**src/rtl/core/sse_ram.sv**
```systemverilog
module sse_ram #(
    parameter int unsigned WIDTH = 32,
    parameter int unsigned DEPTH = 64
) (
    input  logic                     i_clk,
    input  logic                     i_we,
    input  logic [$clog2(DEPTH)-1:0] i_waddr,
    input  logic [WIDTH-1:0]         i_wdata,
    input  logic [$clog2(DEPTH)-1:0] i_raddr,
    output logic [WIDTH-1:0]         o_rdata
);

    logic [WIDTH-1:0] r_mem [DEPTH];
    logic [WIDTH-1:0] r_rdata;

    always_ff @(posedge i_clk) begin
        if (i_we) begin
            r_mem[i_waddr] <= i_wdata;
        end
        r_rdata <= r_mem[i_raddr];
    end

    assign o_rdata = r_rdata;

endmodule

```
**config.mk**
```make
export PLATFORM = sky130hd
export DESIGN_NAME = sse_ram
export DESIGN_NICKNAME = d
export VERILOG_FILES = /design/src/rtl/core/sse_ram.sv
export SDC_FILE = /design/constraint.sdc
export NUM_CORES = 2
export LEC_CHECK = 0
export BUFFER_PORTS_ARGS = -buffer_cell sky130_fd_sc_hd__buf_2
export CORE_MARGIN = 2
export CORE_UTILIZATION = 65
export DETAILED_ROUTE_END_ITERATION = 8
export PLACE_DENSITY = 0.93
export SLEW_MARGIN = 10
export SYNTH_ARGS = -nofsm -noshare
export SYNTH_HDL_FRONTEND = slang
export SYNTH_SLANG_ARGS = --single-unit
```
**constraint.sdc**
```tcl
create_clock -name i_clk -period 8.08 [get_ports i_clk]
set_input_delay 0.808 -clock i_clk [delete_from_list [all_inputs] [get_ports i_clk]]
set_output_delay 0.808 -clock i_clk [all_outputs]
set_load 0.01 [all_outputs]
```
==> run metrics <==
Total Wirelength=250.8 mm; clock latency on the worst-skew pair=0.83 ns; # IOs=78; Final min period=4.439 ns; worst slew pin tran=1.380 ns; All-Layer GR Usage=41.36%; vias in the first global route=42.13k; CTS sink cnt=2080; Max stage delay cell, worst path=o22ai_1; CP Max Fanout=36; CTS Root Cell=clkbuf_16; final setup violation count=0; GPL Wtd Cong=0.8267; vias post-DR=42.96k; DIE WIDTH=351.6 um; Post-Syn Area=78520 um^2; status=finished clean; most common cell after layout, fill and taps aside=edfxtp_1; Cell Count, Final, Fillers Out=5293; grt total ovfl=0; ANT nets after route=0; Rel. slew slack=7.775%; fin util=73.09%; Reg2Reg Setup Slack=5.07 ns; WL per Instance=47.38 um; hold buffer count at CTS=0; share of cells above drive strength 1=28.86%; peak supply drop=0.3437 mV; Synth cell types=34; H-Tree Depth=4; core area=119800 um^2; drt pass-1 iters=8; row count=127; Yosys top cell area share=78.33%; cts bufs inserted=191; most frequent cells in the layout=2048 x edfxtp_1, 544 x mux4_2, 196 x clkbuf_16; Worst EP arrival=5.12 ns; DRC violations left=0; net count after synthesis=3370; worst setup skew after layout=0.03648 ns; drt via density=8.117; CP cell instances=buf_4 > buf_4 > nand2_1 > o22ai_1 > nor2_1 > a21oi_1 > nor2_1; Mapped Cells=3324; CTS tree=built; Max Clock Freq=0.2253 GHz; # Max-Cap Violations=0; initial core utilization=65.53%; Fin. Hold Viols=0; max incr delay on CP=1.14 ns; syn avg cell area=23.62 um^2; Leak=27.23 nW; first-pass GRT wire length=341.4 mm; sequential area share after synthesis=79.14%; Max Root-Sink Buffers=3; Worst EP required=8.76 ns; kind of critical path=in2reg; die area=123600 um^2; Startpoint Class=input pin; Area contributors post-synth=edfxtp_1 78%, mux4_2 16%, mux2i_1 1.2%; Synth warnings=0; Setup crit end kind=flip-flop; Yosys reg bits=2080; largest net degree at the start of global routing=122; placed cell count=4925; Final #Nets=3554; RSZ-0062 raised after global routing=false; die span in y=351.6 um; power density cells=254.9 nW/um^2; Port-buffer cells=77; period utilisation layout=54.94%; area grow syn2layout=11.54%; Final Slew Violations=0; post-cts sizing count=0; Synth area leader=edfxtp_1; Worst-path clk slew=0.07 ns; initial DRC count=9212; DP HPWL=117.8 mm; setup TNS=0 ns; setup repair bufs after CTS=0; initial antenna violation count=19; Hold Path Class=in2reg
-- path summary, 6_finish.rpt --
check	start	end	cells after the start
min	i_wdata[28]	r_mem[35][28]	1
max reg2reg	r_mem[29][3]	o_rdata[3]	5
min reg2reg	r_mem[48][19]	o_rdata[19]	5
max	i_raddr[3]	o_rdata[3]	7
-- flip-flops by register name (all words and copies together) (netlist names) --
signal and count:
o_rdata 32, r_mem 2048
-- stage by stage --
step	hold slack (ns)	instance area, um^2	worst slack (ns)	total power [W]
2_1_floorplan	0.6632	78520	4.112	0.01279
3_3_place_gp	0.7743	81340	4.046	0.01320
3_5_place_dp	0.8135	81340	3.926	0.01327
4_1_cts	0.5888	87490	4.617	0.02223
5_1_grt	0.4399	87550	3.781	0.02264
6_report	0.4371	87570	3.641	0.02232
-- Yosys cell counts (all sizes together) --
library cell	n
nand4b	1
nor2b	15
buf	108
mux4	544
mux2i	93
nand3	5
a21oi	62
a311oi	8
nand2	26
and2	2
or3	3
dfxtp	32
a41o	4
or3b	5
nor2	137
nor3	7
nand4	2
o221ai	27
clkbuf	74
a22oi	12
edfxtp	2048
o32ai	4
nand2b	8
and3	4
nand3b	5
or2	3
a31oi	1
o22ai	84
-- area by class of cell --
class | count | area, um^2
multi-input cells | 1062 | 15970
clock inverters | 96 | 862.1
repair buffers | 173 | 1266
diodes | 12 | 30.03
clock buffers | 258 | 5288
well taps | 1612 | 2017
flip-flops and latches | 2080 | 62140
fillers | 5763 | 32240
-- cell families (layout without fill, tap and decap cells) --
family / count (synthesis) / after routing / synth area share (%)
mux: 637 / 637 / 16.79
other cells: 0 / 12 / 0
compound gates: 202 / 202 / 1.673
flops: 2080 / 2080 / 79.14
buf+inv: 182 / 527 / 1.128
simple gates: 223 / 223 / 1.265
-- layer usage --
metal / wire length, um / up-vias / global-route usage, %
met4: 25680 / 18 / 31.07
met1: 71330 / 21160 / 50.31
li1: - / 14620 / -
met2: 116300 / 5646 / 63.23
met5: 103 / - / 0.03925
met3: 37390 / 1515 / 12.69
-- report_power, final --
group	internal [W]	leakage [nW]	total, W	switching, W
sequential	0.0119	18.7	0.0120	0.0000760
clock	0.00499	3.00	0.00917	0.00418
combinational	0.000388	5.53	0.00113	0.000743
total	0.0173	27.2	0.0223	0.00499
-- worst max-delay path: cells and delay by family --
kind,cells,cell delay (ns)
and+or+nand+nor,3,1.22
AOI/OAI and AO/OA,2,2.01
buffers and inverters,2,0.99
No activity file was read; power rests on OpenSTA's default activity.
