`config.mk`:
```
export PLATFORM = sky130hd
export DESIGN_NAME = sse_queue
export DESIGN_NICKNAME = d
export VERILOG_FILES = /design/src/rtl/core/sse_queue.sv
export SDC_FILE = /design/constraint.sdc
export NUM_CORES = 1
export LEC_CHECK = 0
export BUFFER_PORTS_ARGS = -buffer_cell sky130_fd_sc_hd__buf_2
export CAP_MARGIN = 20
export CORE_MARGIN = 2
export CORE_UTILIZATION = 40
export DETAILED_ROUTE_END_ITERATION = 12
export SLEW_MARGIN = 15
export SYNTH_ARGS = -nofsm -noshare
export SYNTH_HDL_FRONTEND = slang
export SYNTH_SLANG_ARGS = --single-unit
```
`constraint.sdc`:
```
create_clock -name i_clk -period 1.2 [get_ports i_clk]
set_input_delay 0.24 -clock i_clk [delete_from_list [all_inputs] [get_ports i_clk]]
set_output_delay 0.24 -clock i_clk [all_outputs]
set_load 0.05 [all_outputs]
```
`src/rtl/core/sse_queue.sv`:
```
module sse_queue #(
    parameter int unsigned WIDTH = 8
) (
    input  logic             i_clk,
    input  logic             i_rst_n,
    input  logic             i_push,
    input  logic [WIDTH-1:0] i_data,
    input  logic             i_pop,
    output logic             o_valid,
    output logic [WIDTH-1:0] o_data
);

    logic [WIDTH-1:0] r_slot [2];
    logic             r_wp;
    logic             r_rp;
    logic [1:0]       r_cnt;
    logic             n_wp;
    logic             n_rp;
    logic [1:0]       n_cnt;

    always_comb begin
        n_wp  = r_wp;
        n_rp  = r_rp;
        n_cnt = r_cnt;
        if (i_push) begin
            n_wp = ~r_wp;
        end
        if (i_pop) begin
            n_rp = ~r_rp;
        end
        if (i_push && !i_pop) begin
            n_cnt = r_cnt + 2'd1;
        end else if (i_pop && !i_push) begin
            n_cnt = r_cnt - 2'd1;
        end
    end

    always_ff @(posedge i_clk) begin
        if (!i_rst_n) begin
            r_wp  <= 1'b0;
            r_rp  <= 1'b0;
            r_cnt <= 2'd0;
        end else begin
            r_wp  <= n_wp;
            r_rp  <= n_rp;
            r_cnt <= n_cnt;
        end
        if (i_push) begin
            r_slot[r_wp] <= i_data;
        end
    end

    assign o_valid = (r_cnt != 2'd0);
    assign o_data  = r_slot[r_rp];

    a_no_overflow: assert property (@(posedge i_clk) disable iff (!i_rst_n)
        (r_cnt == 2'd2) |-> !i_push || i_pop)
        else $error("job queue written while full");
    a_no_underflow: assert property (@(posedge i_clk) disable iff (!i_rst_n)
        i_pop |-> (r_cnt != 2'd0))
        else $error("job queue read while empty");
    a_count_bound: assert property (@(posedge i_clk) disable iff (!i_rst_n)
        r_cnt != 2'd3)
        else $error("job queue count out of range");

endmodule

```
==> impl_metrics.env <==
export IMPL_slew_violations=0
export IMPL_worst_pin_slew_ps=398
export IMPL_place_congestion=0.651
export IMPL_hold_viol_final=0
export IMPL_hold_class="in -> reg"
export IMPL_nets=91
export IMPL_drtIter0Drc=1
export IMPL_violations="setup timing"
export IMPL_met1_length_microns=495
export IMPL_htree_levels=1
export IMPL_ant_nets=0
export IMPL_fill_cells=160
export IMPL_cap_violations=0
export IMPL_wl_met2_microns=564
export IMPL_fin_setup_tns_ps=-2180
export IMPL_die_h_microns=48.4
export IMPL_critical_path_class="reg -> out"
export IMPL_port_buffers=20
export IMPL_leakagePower_uw=0.000477
export IMPL_synth_xor_area_share_pct=3.33
export IMPL_grt_ovfl_total=0
export IMPL_worstPathMaxFanout=4
export IMPL_cts_tree="done"
export IMPL_ir_drop_mv=0.855
export IMPL_holdBufCountCts=0
export IMPL_core_sq_um=1900
export IMPL_max_slew_margin_rel_pct=73.5
export IMPL_status="complete, but fails checks"
export IMPL_synth_compound_area_share_pct=2.54
export IMPL_post_route_min_period_ps=1470
export IMPL_grt_max_degree=13
export IMPL_rows=16
export IMPL_dr_pass1_iters=2
export IMPL_numCtsBuffers=3
export IMPL_dr_max_layer_used="met4"
export IMPL_syn_to_final_growth_pct=44.4
export IMPL_p_total_uw=1610
export IMPL_worstSetupEndpointType="output pin"
export IMPL_stdcell_count=104
export IMPL_seq_area_frac_synth_pct=73.7
export IMPL_synth_warning_count=0
export IMPL_clock_latency_ps=290
export IMPL_routed_wl_microns=1120
export IMPL_multi_input_area_sq_um=231
export IMPL_vias_per_cell=4.31
export IMPL_max_freq_mhz=680
export IMPL_synth_top_family_by_area="multiplexers"
export IMPL_setup_viol=9
export IMPL_wl_per_cell_microns=10.8
export IMPL_ys_ff_latch=21
export IMPL_start_util_pct=41.4
export IMPL_finalClockSkew_ps=7.14
export IMPL_yosysUniqueCellTypes=15
export IMPL_grt_pass1_wl_microns=2000
export IMPL_syn_area_sq_um=788
export IMPL_synthAdderAreaFrac_pct=1.59
export IMPL_critPathLaunchType="register"
export IMPL_drc_errors=0
export IMPL_wl_met3_microns=48
export IMPL_dp_cells=98
export IMPL_p_per_area_nw_per_um2=1420
export IMPL_cts_sinks=21
export IMPL_hold_ws_ps=127
export IMPL_clock_path_buffers=2
export IMPL_grt_pass1_vias=454
export IMPL_n_antenna_cell=0
export IMPL_die_w_microns=48.4
export IMPL_rsz0062_at_grt="true"
export IMPL_synth_cells=46
export IMPL_required_ps=960
export IMPL_cp_arrival_ps=1230
export IMPL_seq_area_sq_um=584
export IMPL_layout_setup_ws_ps=-271
export IMPL_finalCritPeriodShare_pct=123
export IMPL_muxShareOfSynthArea_pct=11.4
export IMPL_num_vias=448
export IMPL_syn_nets=59
export IMPL_io_pins=21
export IMPL_drive_gt1_share_pct=57.1
export IMPL_clkTransAtPathRegs_ps=110
export IMPL_root_buffer="clkbuf_4"
export IMPL_die_area_sq_um=2340
export IMPL_syn_avg_cell_area_sq_um=17.1
export IMPL_grtUsageTotal_pct=11.2
export IMPL_synthSimpleGateAreaFrac_pct=6.35
export IMPL_antenna_found_initial=0
## flip-flops by register name, summed over array words and instances (netlist names), named ones only
register and cells:
r_cnt 2, r_wp 1, r_slot 16, r_rp 1
## worst max-delay path, stage by stage, from the launching register on
cell     delay [ps]
dfxtp_2         360
buf_6           120
mux2_4          310
buf_8           150
## through the flow
stage          util, %  cell area [sq um]  setup slack [ps]
2_1_floorplan        -                788              37.5
3_3_place_gp      50.6                962             -24.3
3_5_place_dp      50.6                962             -64.1
4_1_cts           59.9               1140              -288
5_1_grt           59.9               1140              -329
6_report          59.9               1140              -271
## power breakdown
group	switching (uW)	total (uW)	leakage [uW]	internal, uW
clock	194	318	0.0000177	124
sequential	16.8	851	0.000193	835
combinational	221	445	0.000266	223
## repair_timing
action                                  4_1_cts  5_1_grt
endpoints found under the setup margin        9        9
resized for setup                            41        0
buffers inserted                              2        0
pin swaps                                     1        0
## cell families after synthesis
family,count (synthesis)
AOI/OAI and AO/OA,3
xor gates and xnor gates,3
adders and majority gates,1
buffers and inverters,2
DFF,21
muxes,8
and+or+nand+nor,8
## final cells by class
| type | instances | share of cell area, % |
|---|---|---|
| Inverter | 1 | 0.330 |
| Multi-Input combinational cell | 23 | 20.3 |
| Clock buffer | 3 | 1.98 |
| Clock inverter | 1 | 0.440 |
| Timing Repair Buffer | 28 | 22.6 |
| Tap cell | 27 | 2.97 |
| Sequential cell | 21 | 51.3 |
## synthesized netlist by cell type
| cell | n | area (sq um) |
|---|---|---|
| or3_1 | 1 | 6.26 |
| or2_2 | 1 | 6.26 |
| and2_1 | 4 | 25.0 |
| nor2b_1 | 2 | 12.5 |
| inv_1 | 1 | 3.75 |
| mux2_2 | 8 | 90.1 |
| o21a_1 | 1 | 7.51 |
| buf_2 | 1 | 5.00 |
| xor2_1 | 2 | 17.5 |
| ha_1 | 1 | 12.5 |
| edfxtp_1 | 16 | 480 |
| a21boi_1 | 1 | 7.51 |
| dfxtp_1 | 5 | 100 |
| o21ai_0 | 1 | 5.00 |
| xnor2_1 | 1 | 8.76 |
## final timing paths
| check | slack (ps) | from | endpoint | depth (start not counted) |
|---|---|---|---|---|
| hold / removal | 130 | i_data[2] | r_slot[0][2] | 1 |
| hold reg to reg | 570 | r_rp | register | 2 |
| setup reg to reg | 80 | r_cnt[0] | r_cnt[1] | 4 |
| setup / recovery | -270 | register | o_data[1] | 3 |
## layer usage
metal / up-vias / global-route usage, %
met4: 0 / 4.29
met1: 207 / 14.5
met2: 11 / 18.1
met5: - / 0
li1: 228 / -
met3: 2 / 2.78
## layout by cell type (no fill, tap or decap), drive strengths merged
cell type	n
buf	28
mux2	8
a21boi	1
o21a	1
nor2b	2
xor2	2
xnor2	1
inv	1
or2	1
clkbuf	3
clkinv	1
ha	1
and2	4
dfxtp	5
edfxtp	16
o21ai	1
or3	1
No activity file was read; power rests on OpenSTA's default activity.
