File: src/rtl/core/sse_pkg.sv
package sse_pkg;

    localparam int unsigned SAMPLE_W = 32;

    typedef enum logic [3:0] {
        S_IDLE,
        S_CAND,
        S_SCAN,
        S_DRAIN,
        S_EVAL,
        S_MEAN,
        S_MEAN_W,
        S_MUL1,
        S_MUL2,
        S_VAR,
        S_VAR_W,
        S_SQRT,
        S_OUT
    } t_back_state;

endpackage

File: src/rtl/core/sse_front.sv
module sse_front #(
    parameter int unsigned MAX_SAMPLES = 64,
    parameter int unsigned CW          = 7,
    parameter int unsigned AW          = 6,
    parameter int unsigned SW          = 39,
    parameter int unsigned JW          = 111
) (
    input  logic                         i_clk,
    input  logic                         i_rst_n,
    input  logic                         i_start,
    input  logic [sse_pkg::SAMPLE_W-1:0] i_sample,
    input  logic                         i_last,
    input  logic                         i_done,
    output logic                         o_busy,
    output logic                         o_we,
    output logic [AW-1:0]                o_waddr,
    output logic [sse_pkg::SAMPLE_W-1:0] o_wdata,
    output logic                         o_push,
    output logic [JW-1:0]                o_job
);

    localparam int unsigned XW = sse_pkg::SAMPLE_W;

    logic [CW-1:0] r_kept;
    logic [XW-1:0] r_min;
    logic [XW-1:0] r_max;
    logic [SW-1:0] r_sum;
    logic          r_drop;
    logic          r_busy;
    logic [CW-1:0] n_kept;
    logic [XW-1:0] n_min;
    logic [XW-1:0] n_max;
    logic [SW-1:0] n_sum;
    logic          n_drop;
    logic          w_accept;
    logic          w_room;

    assign w_accept = i_start && !r_busy;
    assign w_room   = (r_kept < CW'(MAX_SAMPLES));

    always_comb begin
        n_kept = r_kept;
        n_min  = r_min;
        n_max  = r_max;
        n_sum  = r_sum;
        n_drop = r_drop;
        if (w_room) begin
            n_kept = r_kept + 1'b1;
            n_min  = (i_sample < r_min) ? i_sample : r_min;
            n_max  = (i_sample > r_max) ? i_sample : r_max;
            n_sum  = r_sum + SW'(i_sample);
        end else begin
            n_drop = 1'b1;
        end
    end

    always_ff @(posedge i_clk) begin
        if (!i_rst_n) begin
            r_kept <= '0;
            r_min  <= '1;
            r_max  <= '0;
            r_sum  <= '0;
            r_drop <= 1'b0;
            r_busy <= 1'b0;
        end else begin
            if (w_accept && i_last) begin
                // The set is handed to the back end; start a fresh one.
                r_kept <= '0;
                r_min  <= '1;
                r_max  <= '0;
                r_sum  <= '0;
                r_drop <= 1'b0;
                r_busy <= 1'b1;
            end else if (w_accept) begin
                r_kept <= n_kept;
                r_min  <= n_min;
                r_max  <= n_max;
                r_sum  <= n_sum;
                r_drop <= n_drop;
            end else if (i_done) begin
                r_busy <= 1'b0;
            end
        end
    end

    assign o_busy  = r_busy;
    assign o_we    = w_accept && w_room;
    assign o_waddr = r_kept[AW-1:0];
    assign o_wdata = i_sample;
    assign o_push  = w_accept && i_last;
    assign o_job   = {n_kept, n_min, n_max, n_sum, n_drop};

    a_push_nonempty: assert property (@(posedge i_clk) disable iff (!i_rst_n)
        o_push |-> (n_kept != '0))
        else $error("set handed over with no kept samples");
    a_kept_bound: assert property (@(posedge i_clk) disable iff (!i_rst_n)
        r_kept <= CW'(MAX_SAMPLES))
        else $error("kept count beyond store size");
    a_busy_after_last: assert property (@(posedge i_clk) disable iff (!i_rst_n)
        o_push |=> r_busy && (r_kept == '0))
        else $error("front not waiting after last sample");

endmodule

File: config.mk
export PLATFORM = sky130hd
export DESIGN_NAME = sse_front
export DESIGN_NICKNAME = d
export VERILOG_FILES = /design/src/rtl/core/sse_pkg.sv /design/src/rtl/core/sse_front.sv
export SDC_FILE = /design/constraint.sdc
export NUM_CORES = 1
export LEC_CHECK = 0
export BUFFER_PORTS_ARGS = -buffer_cell sky130_fd_sc_hd__buf_4
export CORE_ASPECT_RATIO = 0.8
export CORE_MARGIN = 10
export CORE_UTILIZATION = 32
export CTS_CLUSTER_SIZE = 28
export DETAILED_ROUTE_END_ITERATION = 12
export GPL_TIMING_DRIVEN = 0
export SLEW_MARGIN = 10
export SYNTH_ARGS = -nofsm -noshare
export SYNTH_HDL_FRONTEND = slang
export SYNTH_SLANG_ARGS = --single-unit
export TNS_END_PERCENT = 30
File: constraint.sdc
create_clock -name i_clk -period 4.7 [get_ports i_clk]
set_input_delay 0.94 -clock i_clk [delete_from_list [all_inputs] [get_ports i_clk]]
set_output_delay 0.94 -clock i_clk [all_outputs]
set_load 0.01 [all_outputs]
==> flow_summary.toml <==
[grt]
antenna_found_initial = 0
grt_usage_pct = 17.4
grt-ovfl-total = 0
grt_pass1_vias = 8872
grt_pass1_wl_mm = 51.0
grt_max_degree = 21

[pwr]
power_mw = 3.27
p_leak_nw = 5.37
vdd_drop_max_mv = 0.186
power_density_nw_per_um2 = 278

[cts]
h-tree-depth = 3
cts_tree = "built"
clock_path_buffers = 2
clock_sinks = 112
clk_root_buffer_cell = "clkbuf_16"
clk_pin_slew_ps = 70
clk_latency_ps = 370
cts_made_buffers = 9

[route]
routedWlPerCell_um = 18.4
ant_nets = 0
drt-pass1-iter-count = 5
drt_iter0_drc = 578
vias = 9386
drt_wl_total_mm = 33.2
drc = 0
routed_via_density = 5.20

[outcome]
run_status = "complete, no violations"

[sta]
worstMarginPinSlew_ps = 835
fin_ws_ps = 57.1
maxSlewHeadroom_pct = 44.4
fin_crit_ps = 4640
max_freq_ghz = 0.215
rsz0062_at_grt = "true"
fin_worst_skew_ps = 13.0
finalCritPeriodShare_pct = 98.8
finalHoldViolations = 0
setup_tns_ps = 0
setup_viol = 0
drv_slew = 0

[setup_path]
cp-endpoint = "o_job[33]"
cp_max_fo = 3
worstSetupStartpoint = "i_sample[0]"
timing.rr.end = "r_sum[28]"
cp-end-kind = "output port"
worstSetupStartpointType = "input pin"
critical_path_class = "in2out"
rrSetupSlack_ps = 1500
rr_startpoint = "r_sum[0]"
arrival_ps = 3700
reg2regPathDepth = 12
cp.required_ps = 3760

[floorplan]
die_w_um = 212
dieArea_um2 = 36600
core_um2 = 29100
core.rowCount = 56
die_h_um = 173
io_pins = 189
initial_core_util_pct = 32.2

[finish]
regArea_um2 = 2240
antenna_cells = 0
fillers = 3023
area_growth_pct = 25.1
layoutNonFillerInstCount = 1805
finalNetCount = 1557
mostFrequentLayoutCells = "236 x buf_4, 130 x o21ai_0, 122 x nand3_1"
drive_gt1_share_pct = 25.1
multiInputGateArea_um2 = 6340
mostFrequentLayoutCell = "buf_4"

[worst_hold_path]
hold_class = "reg2reg"

[synthesis]
synth_nets = 1352
ys_ff_latch = 112
synth.largest_area_cell = "dfxtp_1"
ys_warn_count = 0
syn_inst = 1218
synthTopCellsByArea = "dfxtp_1 24%, ha_1 13%, o21ai_0 7.1%"
ys_seq_area_share_pct = 23.9
synth_cell_type_count = 64
netlist_area_um2 = 9390
synth_top_area_share_pct = 23.9
synth_edf_count = 0
synth_ff_type = "dfxtp_1"
avgSynthCellArea_um2 = 7.71
async_reset_ff_share_pct = 0

[placement]
hpwl_mm = 26.2
io_buffers = 188
dp_slack_ps = -371
gp_congestion = 0.875
placed_cells_incl_taps = 1783

[job]
cap_violations = 0
critical path, cell delays in order:
cell and delay (ps):
buf_12 80, ha_4 120, inv_2 40, fa_2 380
and2b_1 220, o211ai_1 150, a211o_1 360, a2111oi_4 400
nor3_2 100, nor4_2 410, o31ai_1 160, xnor2_1 200
buf_4 160
cell type report:
type	count	share of cell area, %
buffer	106	4.95
clock buffer	10	2.03
clock inverter	6	0.671
inverter	82	2.65
multi-input combinational	916	53.9
sequential	112	19.1
tap	377	4.01
timing repair buffer	196	12.7
per-layer routing:
layer | vias up | track usage (%) | wire length (um)
li1 | 4674 | - | -
met3 | 25 | 3.98 | 2410
met5 | - | 0 | 0
met2 | 294 | 27.0 | 14600
met4 | 0 | 3.35 | 467
met1 | 4393 | 24.0 | 15700
registers in the layout (all words and copies together), names as in the netlist:
| name | count |
|---|---|
| o_busy | 1 |
| r_kept | 7 |
| r_min | 32 |
| r_sum | 39 |
| r_max | 32 |
| r_drop | 1 |
metrics by stage:
stage | hold WS [ps] | cell area, um2 | util (%)
detailed placement | 469 | 11300 | 38.7
floorplan | 429 | 9390 | -
global placement | 442 | 11300 | 38.7
finish | 479 | 11800 | 40.3
global route | 505 | 11800 | 40.3
CTS | 480 | 11600 | 39.9
cell usage after synthesis, types with 4 or more instances:
library cell / number
o21ai_0: 134
mux2_4: 29
dfxtp_1: 112
o31ai_1: 5
clkbuf_1: 59
o21a_1: 7
o21bai_1: 5
ha_1: 96
nor2_1: 54
and2_1: 10
nand3_1: 122
xnor2_1: 35
or2_2: 6
and3_1: 8
a21o_1: 37
a21oi_1: 79
or4_1: 4
buf_4: 42
or3_1: 4
nand2b_1: 5
inv_1: 81
xor2_1: 13
nand4_1: 34
a211oi_1: 7
mux2_2: 35
nor2b_1: 9
nand2_1: 117
nor3_1: 13
mux2i_1: 5
worst min-delay path by stage:
stage	from	endpoint	slack, ps	cells after the start
final	r_max[1]	r_max[1]	480	2
after global routing	r_drop	r_drop	500	2
after CTS	r_max[1]	r_max[1]	480	2
after detailed placement	r_max[1]	r_max[1]	470	2
after global placement	r_drop	r_drop	440	2
after floorplan	r_drop	r_drop	430	2
power breakdown:
group | switching [mW] | internal [mW] | leakage, nW
sequential | 0.0565 | 1.02 | 0.917
clock | 0.411 | 0.443 | 0.158
combinational | 0.748 | 0.591 | 4.30
total | 1.22 | 2.05 | 5.37
cell families (layout without fill, tap and decap cells):
kind of cell / Yosys count / count (layout) / share of synthesized area [%]
compound gates: 308 / 308 / 19.6
xor+xnor: 48 / 48 / 4.48
fa+ha+maj: 97 / 97 / 13.0
buf+inv: 190 / 400 / 9.55
flops: 112 / 112 / 23.9
mux: 69 / 69 / 9.37
simple gates: 394 / 394 / 20.1
timing repair:
item,CTS,global route
setup buffers,1,7
endpoints found under the setup margin,42,40
hold buffers,0,0
hold endpoints to repair,0,0
pin swaps,6,9
gates resized for setup,12,16
(Power assumes the default switching activity.)
