==> config.mk <==
export PLATFORM = sky130hd
export DESIGN_NAME = sse_back
export DESIGN_NICKNAME = d
export VERILOG_FILES = /design/src/rtl/core/sse_pkg.sv /design/src/rtl/core/sse_div.sv /design/src/rtl/core/sse_back.sv
export SDC_FILE = /design/constraint.sdc
export NUM_CORES = 2
export LEC_CHECK = 0
export BUFFER_PORTS_ARGS = -buffer_cell sky130_fd_sc_hd__buf_4
export CAP_MARGIN = 20
export CORE_UTILIZATION = 35
export DETAILED_ROUTE_END_ITERATION = 16
export MAX_ROUTING_LAYER = met4
export PLACE_DENSITY = 0.6
export SYNTH_ARGS = -nofsm -noshare
export SYNTH_HDL_FRONTEND = slang
export SYNTH_SLANG_ARGS = --single-unit
==> constraint.sdc <==
create_clock -name i_clk -period 15.93 [get_ports i_clk]
set_input_delay 1.593 -clock i_clk [delete_from_list [all_inputs] [get_ports i_clk]]
set_output_delay 1.593 -clock i_clk [all_outputs]
set_load 0.005 [all_outputs]
==> src/rtl/core/sse_pkg.sv <==
package sse_pkg;

    localparam int unsigned SAMPLE_W = 32;

    typedef enum logic [3:0] {
        S_IDLE,
        S_CAND,
        S_SCAN,
        S_DRAIN,
        S_EVAL,
        S_MEAN,
        S_MEAN_W,
        S_MUL1,
        S_MUL2,
        S_VAR,
        S_VAR_W,
        S_SQRT,
        S_OUT
    } t_back_state;

endpackage

==> src/rtl/core/sse_div.sv <==
module sse_div #(
    parameter int unsigned NW  = 64,
    parameter int unsigned DVW = 16
) (
    input  logic           i_clk,
    input  logic           i_rst_n,
    input  logic           i_start,
    input  logic [NW-1:0]  i_num,
    input  logic [DVW-1:0] i_den,
    output logic           o_done,
    output logic [NW-1:0]  o_quo
);

    localparam int unsigned CNTW = $clog2(NW + 1);

    logic            r_busy;
    logic            r_done;
    logic [CNTW-1:0] r_cnt;
    logic [NW-1:0]   r_q;
    logic [DVW-1:0]  r_rem;
    logic [DVW-1:0]  r_den;
    logic [DVW:0]    w_trial;
    logic            w_ge;

    // One quotient bit per cycle; the dividend shifts out as quotient bits shift in.
    assign w_trial = {r_rem, r_q[NW-1]};
    assign w_ge    = (w_trial >= {1'b0, r_den});

    always_ff @(posedge i_clk) begin
        if (!i_rst_n) begin
            r_busy <= 1'b0;
            r_done <= 1'b0;
            r_cnt  <= '0;
        end else begin
            r_done <= 1'b0;
            if (i_start) begin
                r_busy <= 1'b1;
                r_cnt  <= '0;
            end else if (r_busy) begin
                r_cnt <= r_cnt + 1'b1;
                if (r_cnt == CNTW'(NW - 1)) begin
                    r_busy <= 1'b0;
                    r_done <= 1'b1;
                end
            end
        end
        if (i_start) begin
            r_q   <= i_num;
            r_rem <= '0;
            r_den <= i_den;
        end else if (r_busy) begin
            r_q   <= {r_q[NW-2:0], w_ge};
            r_rem <= w_ge ? DVW'(w_trial - {1'b0, r_den}) : DVW'(w_trial);
        end
    end

    assign o_done = r_done;
    assign o_quo  = r_q;

    a_start_idle: assert property (@(posedge i_clk) disable iff (!i_rst_n)
        i_start |-> !r_busy)
        else $error("divider started while busy");
    a_done_ends: assert property (@(posedge i_clk) disable iff (!i_rst_n)
        r_done |-> !r_busy && $past(r_busy))
        else $error("divider done without a running division");
    a_den_nonzero: assert property (@(posedge i_clk) disable iff (!i_rst_n)
        i_start |-> (i_den != '0))
        else $error("divider started with zero divisor");

endmodule

==> src/rtl/core/sse_back.sv <==
module sse_back #(
    parameter int unsigned FRACTION_BITS = 8,
    parameter int unsigned CW            = 7,
    parameter int unsigned AW            = 6,
    parameter int unsigned SW            = 39,
    parameter int unsigned JW            = 111
) (
    input  logic                         i_clk,
    input  logic                         i_rst_n,
    input  logic                         i_job_valid,
    input  logic [JW-1:0]                i_job,
    output logic                         o_pop,
    output logic [AW-1:0]                o_raddr_a,
    output logic [AW-1:0]                o_raddr_b,
    input  logic [sse_pkg::SAMPLE_W-1:0] i_rdata_a,
    input  logic [sse_pkg::SAMPLE_W-1:0] i_rdata_b,
    output logic                         o_valid,
    output logic [sse_pkg::SAMPLE_W-1:0] o_minimum,
    output logic [sse_pkg::SAMPLE_W-1:0] o_maximum,
    output logic [31+FRACTION_BITS:0]    o_mean_q8,
    output logic [sse_pkg::SAMPLE_W-1:0] o_median,
    output logic [31+FRACTION_BITS:0]    o_std_dev_q8,
    output logic [CW-1:0]                o_sample_count,
    output logic                         o_overflowed
);

    localparam int unsigned XW   = sse_pkg::SAMPLE_W;
    localparam int unsigned F    = FRACTION_BITS;
    localparam int unsigned QW   = 2 * XW + CW;
    localparam int unsigned PW   = 2 * XW + 2 * CW;
    localparam int unsigned DW   = PW + 2 * F;
    localparam int unsigned VW   = 2 * XW + 2 * F;
    localparam int unsigned OW   = XW + F;
    localparam int unsigned SQCW = $clog2(OW + 1);

    sse_pkg::t_back_state r_state, n_state;

    logic [CW-1:0]     r_n;
    logic [XW-1:0]     r_min;
    logic [XW-1:0]     r_max;
    logic [SW-1:0]     r_sum;
    logic              r_drop;
    logic [AW-1:0]     r_i, n_i;
    logic [AW-1:0]     r_j, n_j;
    logic              r_dv;
    logic [CW-1:0]     r_lt, n_lt;
    logic [CW-1:0]     r_le, n_le;
    logic [2*XW-1:0]   r_sq;
    logic              r_sqv;
    logic [QW-1:0]     r_sumsq, n_sumsq;
    logic              r_fhi, n_fhi;
    logic              r_flo, n_flo;
    logic [XW-1:0]     r_mhi, n_mhi;
    logic [XW-1:0]     r_mlo, n_mlo;
    logic [OW-1:0]     r_mean, n_mean;
    logic [PW-1:0]     r_ma, n_ma;
    logic [SW-1:0]     r_mb, n_mb;
    logic [PW-1:0]     r_acc, n_acc;
    logic [PW-1:0]     r_p1, n_p1;
    logic [VW-1:0]     r_v, n_v;
    logic [OW+1:0]     r_rem, n_rem;
    logic [OW-1:0]     r_root, n_root;
    logic [SQCW-1:0]   r_cnt, n_cnt;

    logic              w_div_start;
    logic [DW-1:0]     w_div_num;
    logic [2*CW-1:0]   w_div_den;
    logic              w_div_done;
    logic [DW-1:0]     w_div_quo;
    logic [AW-1:0]     w_last_idx;
    logic [CW-1:0]     w_k1;
    logic [CW-1:0]     w_k0;
    logic              w_hit_hi;
    logic              w_hit_lo;
    logic [OW+1:0]     w_sq_t;
    logic [OW+1:0]     w_sq_trial;
    logic [XW:0]       w_mid_sum;

    assign w_last_idx = AW'(r_n - 1'b1);
    assign w_k1       = r_n >> 1;
    assign w_k0       = r_n[0] ? w_k1 : w_k1 - 1'b1;
    // A candidate holds rank k when fewer than k+1 values are below it
    // and more than k values are at or below it.
    assign w_hit_hi   = (r_lt <= w_k1) && (w_k1 < r_le);
    assign w_hit_lo   = (r_lt <= w_k0) && (w_k0 < r_le);
    assign w_sq_t     = {r_rem[OW-1:0], r_v[VW-1:VW-2]};
    assign w_sq_trial = {r_root, 2'b01};

    sse_div #(
        .NW  (DW),
        .DVW (2 * CW)
    ) u_div (
        .i_clk   (i_clk),
        .i_rst_n (i_rst_n),
        .i_start (w_div_start),
        .i_num   (w_div_num),
        .i_den   (w_div_den),
        .o_done  (w_div_done),
        .o_quo   (w_div_quo)
    );

    always_comb begin
        n_state     = r_state;
        n_i         = r_i;
        n_j         = r_j;
        n_lt        = r_lt;
        n_le        = r_le;
        n_sumsq     = r_sumsq;
        n_fhi       = r_fhi;
        n_flo       = r_flo;
        n_mhi       = r_mhi;
        n_mlo       = r_mlo;
        n_mean      = r_mean;
        n_ma        = r_ma;
        n_mb        = r_mb;
        n_acc       = r_acc;
        n_p1        = r_p1;
        n_v         = r_v;
        n_rem       = r_rem;
        n_root      = r_root;
        n_cnt       = r_cnt;
        o_pop       = 1'b0;
        w_div_start = 1'b0;
        w_div_num   = DW'(r_sum) << F;
        w_div_den   = (2 * CW)'(r_n);

        if (r_dv) begin
            n_lt = r_lt + CW'(i_rdata_b < i_rdata_a);
            n_le = r_le + CW'(i_rdata_b <= i_rdata_a);
        end
        if (r_sqv) begin
            n_sumsq = r_sumsq + QW'(r_sq);
        end

        unique case (r_state)
            sse_pkg::S_IDLE: begin
                if (i_job_valid) begin
                    o_pop   = 1'b1;
                    n_i     = '0;
                    n_sumsq = '0;
                    n_fhi   = 1'b0;
                    n_flo   = 1'b0;
                    n_state = sse_pkg::S_CAND;
                end
            end
            sse_pkg::S_CAND: begin
                n_j     = '0;
                n_lt    = '0;
                n_le    = '0;
                n_state = sse_pkg::S_SCAN;
            end
            sse_pkg::S_SCAN: begin
                if (r_j == w_last_idx) begin
                    n_state = sse_pkg::S_DRAIN;
                end else begin
                    n_j = r_j + 1'b1;
                end
            end
            sse_pkg::S_DRAIN: begin
                n_state = sse_pkg::S_EVAL;
            end
            sse_pkg::S_EVAL: begin
                if (w_hit_hi && !r_fhi) begin
                    n_fhi = 1'b1;
                    n_mhi = i_rdata_a;
                end
                if (w_hit_lo && !r_flo) begin
                    n_flo = 1'b1;
                    n_mlo = i_rdata_a;
                end
                if (((r_fhi || w_hit_hi) && (r_flo || w_hit_lo)) || (r_i == w_last_idx)) begin
                    n_state = sse_pkg::S_MEAN;
                end else begin
                    n_i     = r_i + 1'b1;
                    n_state = sse_pkg::S_CAND;
                end
            end
            sse_pkg::S_MEAN: begin
                w_div_start = 1'b1;
                n_state     = sse_pkg::S_MEAN_W;
            end
            sse_pkg::S_MEAN_W: begin
                if (w_div_done) begin
                    n_mean  = w_div_quo[OW-1:0];
                    n_acc   = '0;
                    n_ma    = PW'(r_sumsq);
                    n_mb    = SW'(r_n);
                    n_state = sse_pkg::S_MUL1;
                end
            end
            sse_pkg::S_MUL1: begin
                if (r_mb == '0) begin
                    n_p1    = r_acc;
                    n_acc   = '0;
                    n_ma    = PW'(r_sum);
                    n_mb    = r_sum;
                    n_state = sse_pkg::S_MUL2;
                end else begin
                    if (r_mb[0]) begin
                        n_acc = r_acc + r_ma;
                    end
                    n_ma = r_ma << 1;
                    n_mb = r_mb >> 1;
                end
            end
            sse_pkg::S_MUL2: begin
                if (r_mb == '0) begin
                    n_state = sse_pkg::S_VAR;
                end else begin
                    if (r_mb[0]) begin
                        n_acc = r_acc + r_ma;
                    end
                    n_ma = r_ma << 1;
                    n_mb = r_mb >> 1;
                end
            end
            sse_pkg::S_VAR: begin
                // n*sum(x^2) - sum^2, scaled, over n^2 gives the scaled variance.
                w_div_start = 1'b1;
                w_div_num   = DW'(r_p1 - r_acc) << (2 * F);
                w_div_den   = (2 * CW)'(r_n) * (2 * CW)'(r_n);
                n_state     = sse_pkg::S_VAR_W;
            end
            sse_pkg::S_VAR_W: begin
                if (w_div_done) begin
                    n_v     = w_div_quo[VW-1:0];
                    n_rem   = '0;
                    n_root  = '0;
                    n_cnt   = '0;
                    n_state = sse_pkg::S_SQRT;
                end
            end
            sse_pkg::S_SQRT: begin
                if (w_sq_t >= w_sq_trial) begin
                    n_rem  = w_sq_t - w_sq_trial;
                    n_root = {r_root[OW-2:0], 1'b1};
                end else begin
                    n_rem  = w_sq_t;
                    n_root = {r_root[OW-2:0], 1'b0};
                end
                n_v   = r_v << 2;
                n_cnt = r_cnt + 1'b1;
                if (r_cnt == SQCW'(OW - 1)) begin
                    n_state = sse_pkg::S_OUT;
                end
            end
            sse_pkg::S_OUT: begin
                n_state = sse_pkg::S_IDLE;
            end
            default: begin
                n_state = sse_pkg::S_IDLE;
            end
        endcase
    end

    always_ff @(posedge i_clk) begin
        if (!i_rst_n) begin
            r_state <= sse_pkg::S_IDLE;
            r_dv    <= 1'b0;
            r_sqv   <= 1'b0;
        end else begin
            r_state <= n_state;
            r_dv    <= (r_state == sse_pkg::S_SCAN);
            r_sqv   <= r_dv && (r_i == '0);
        end
        if (o_pop) begin
            {r_n, r_min, r_max, r_sum, r_drop} <= i_job;
        end
        r_sq    <= (2 * XW)'(i_rdata_b * i_rdata_b);
        r_i     <= n_i;
        r_j     <= n_j;
        r_lt    <= n_lt;
        r_le    <= n_le;
        r_sumsq <= n_sumsq;
        r_fhi   <= n_fhi;
        r_flo   <= n_flo;
        r_mhi   <= n_mhi;
        r_mlo   <= n_mlo;
        r_mean  <= n_mean;
        r_ma    <= n_ma;
        r_mb    <= n_mb;
        r_acc   <= n_acc;
        r_p1    <= n_p1;
        r_v     <= n_v;
        r_rem   <= n_rem;
        r_root  <= n_root;
        r_cnt   <= n_cnt;
    end

    assign w_mid_sum      = {1'b0, r_mlo} + {1'b0, r_mhi};
    assign o_raddr_a      = r_i;
    assign o_raddr_b      = r_j;
    assign o_valid        = (r_state == sse_pkg::S_OUT);
    assign o_minimum      = r_min;
    assign o_maximum      = r_max;
    assign o_mean_q8      = r_mean;
    assign o_median       = w_mid_sum[XW:1];
    assign o_std_dev_q8   = r_root;
    assign o_sample_count = r_n;
    assign o_overflowed   = r_drop;

    a_median_found: assert property (@(posedge i_clk) disable iff (!i_rst_n)
        (r_state == sse_pkg::S_MEAN) |-> r_fhi && r_flo)
        else $error("median ranks not found before statistics phase");
    a_counts_bound: assert property (@(posedge i_clk) disable iff (!i_rst_n)
        (r_state == sse_pkg::S_EVAL) |-> (r_lt <= r_le) && (r_le <= r_n))
        else $error("rank counts inconsistent");
    a_var_nonneg: assert property (@(posedge i_clk) disable iff (!i_rst_n)
        (r_state == sse_pkg::S_VAR) |-> (r_p1 >= r_acc))
        else $error("negative variance numerator");
    a_min_le_max: assert property (@(posedge i_clk) disable iff (!i_rst_n)
        o_valid |-> (r_min <= r_max) && (r_n != '0))
        else $error("result with inconsistent extremes or no samples");

endmodule
==> reports/results.tsv <==
stage	metric	value	unit
timing	fin_crit	9.46	ns
logic_synthesis	synthTopCellsByArea	edfxtp_1 28%, fa_1 19%, ha_1 10%, inv_1 5.8%, dfxtp_1 4.2%	
route	ant_nets	0	
critical_path	slowest_delay	0.58	ns
clocking	holdBufCountCts	0	
logic_synthesis	synth_top_area_share	0.277	
logic_synthesis	synth_top_area_cell	edfxtp_1	
timing	post-route-period-util	0.594	
timing	fmax	106	MHz
die	die_y	492	um
logic_synthesis	yosysSeqAreaShare	0.319	
critical_path	arrival	10.10	ns
die	die_w	492	um
critical_path	path_buf_inv	6	
clocking	clk_latency	0.80	ns
clocking	cts-buffers-inserted	114	
critical_path	crit_path_frequent_cell	fa_1	
die	fp.coreArea	239000	um^2
layout	final_cell_mix	1298 x inv_1, 895 x nand2_1, 812 x fa_1, 776 x edfxtp_1, 694 x ha_1	
outcome	status	finished, final reports clean	
die	pin_count	376	
clocking	path_clk_slew	0.06	ns
route	wl_per_cell	19.0	um
die	dieArea	243000	um^2
layout	final_common_cell	inv_1	
critical_path	path_depth	26	
global_route	overflow	0	
logic_synthesis	synth_edf_count	776	
critical_path	timing.rr.start	o_sample_count[0]	
logic_synthesis	synth_cell_types	91	
timing	maxSlewViolCount	0	
global_route	antenna_found_initial	6	
timing	relSlewSlack	0.252	
clocking	cts_sinks	953	
critical_path	crit_family	adder cells	
route	first_pass_iters	6	
critical_path	critical_path_class	input port to register	
critical_path	worstSetupStartpointType	input port	
route	via_count	61200	
place	place.gp.congestion	0.930	
layout	drive_above_1_share	0.0768	
critical_path	regToRegEndpoint	u_div.r_den[13]	
logic_synthesis	synth_fp_nets	10200	
global_route	grt_max_degree	196	
timing	worstMarginPinSlew	1.12	ns
timing	finalHoldViolCount	0	
route	drtIter0Drc	4158	
logic_synthesis	ys.flop_type	edfxtp_1	
critical_path	crit_slowest_cell	fa_1	
min_path	hp-class	register to register	
layout	nNetsFinal	10400	
logic_synthesis	netlist_area	84200	um^2
clocking	clockBufferDepth	3	
logic_synthesis	synth_area_per_cell	9.87	um^2
critical_path	cp-startpoint	i_rdata_b[18]	
global_route	grt_pass1_vias	63000	
critical_path	reg2regPathDepth	17	
place	dp_hpwl	177000	um
timing	fin_tns_setup	0	ns
logic_synthesis	ys_ff_latch	953	
timing	skew	0.0873	ns
critical_path	cp-end-kind	register	
run	cap_violations	0	
timing	setup_viol	0	
logic_synthesis	async_flop_share	0	
clocking	cts_root_buf	clkbuf_16	
die	rows	179	
logic_synthesis	yosysWarnings	0	
critical_path	worstSetupEndpoint	r_sq[62]	
timing	rsz0062_at_grt	no	
min_path	hold_depth	0	
clocking	cts_tree	yes	
clocking	htreeDepth	3	
global_route	grt_usage	0.192	
clocking	post_cts_buffers	0	
place	io_buffers	375	
logic_synthesis	synthCells	8535	
route	drc	0	
critical_path	critical_path.max_fanout	30	
clocking	cts_resized	0	
route	drt_wl_total	228000	um
layout	fillers	23500	
critical_path	rrSetupSlack	10.38	ns
critical_path	crit_required	16.57	ns
die	start_util	0.353	
route	vias_per_cell	5.10	
global_route	grt_pass1_wl	359000	um
layout	syn2layout_area_growth	11.6	%
[through the flow]
step           setup slack (ns)  cells  hold WS (ns)  instance area [um^2]  utilization
2_1_floorplan              4.71   8535         0.432                 84200            -
3_3_place_gp               5.95  11800         0.468                 90100        0.378
3_5_place_dp               5.77  11800         0.472                 90100        0.378
6_report                   6.47  12000         0.483                 93900        0.394
4_1_cts                    6.55  12000         0.486                 93900        0.394
5_1_grt                    6.10  12000         0.508                 93900        0.394
[final cells by class]
cell class,count,area (um^2),area share
sequential,953,26800,0.286
clock inverter,62,726,0.00772
clock buffer,149,3110,0.0331
multi-input combinational,5929,51200,0.545
antenna,3,7.51,0.0000799
inverter,1311,4930,0.0525
tap,3167,3960,0.0422
timing repair buffer,416,3140,0.0334
[worst min path at each step]
stage | startpoint | endpoint | slack [ns]
3_3_place_gp | r_sumsq[66] | r_sumsq[66] | 0.47
3_5_place_dp | u_div.o_quo[6] | o_mean_q8[6] | 0.47
2_1_floorplan | u_div.o_quo[0] | o_mean_q8[0] | 0.43
5_1_grt | u_div.o_quo[3] | o_mean_q8[3] | 0.51
6_report | u_div.o_quo[6] | o_mean_q8[6] | 0.48
4_1_cts | u_div.o_quo[6] | o_mean_q8[6] | 0.49
[state kept, by name, summed over array words and instances (netlist names), 7 cells and up]
signal and flops:
r_rem 40, r_le 7, o_std_dev_q8 40, r_mlo 32, u_div.r_cnt 7, o_sample_count 7
r_p1 78, o_maximum 32, o_mean_q8 40, r_mb 39, r_mhi 32, r_ma 78
u_div.r_rem 14, r_sq 63, r_acc 78, u_div.o_quo 94, r_v 80, r_sum 39
u_div.r_den 14, r_sumsq 71, r_lt 7, o_minimum 32
[Yosys cell counts, types with 46 or more instances]
cell type     n
a21o_1      254
a21oi_1     465
a22o_1       73
a31oi_1      46
and2_1      256
clkbuf_1    305
dfxtp_1     177
edfxtp_1    776
fa_1        812
ha_1        694
inv_1      1300
mux2i_1     153
nand2_1     895
nand3_1     107
nand4_1      93
nor2_1      518
nor2b_1      59
nor3_1       53
o21a_1       59
o21ai_0     327
o21bai_1     76
xnor2_1     247
xor2_1      188
[cells by family after synthesis]
group                      after synthesis  synth area share
DFF                                    953             0.319
buffers and inverters                 1653            0.0740
xor gates and xnor gates               435            0.0452
and+or+nand+nor                       2182             0.119
adders and majority gates             1506             0.296
AOI/OAI and AO/OA                     1649             0.128
muxes                                  157            0.0187
[routing by layer]
metal  part of all wire  vias up  track usage  routed length (um)
met5                  0        -            -                   0
met4              0.023        0       0.0451                5200
met3              0.053      274       0.0262               12200
met2               0.45     1556        0.300              103000
met1               0.47    30200        0.264              108000
li1                   -    29100            -                   -
Power is not shown: default switching activity piles up to over one toggle a cycle in this logic, so the estimate is an artifact.
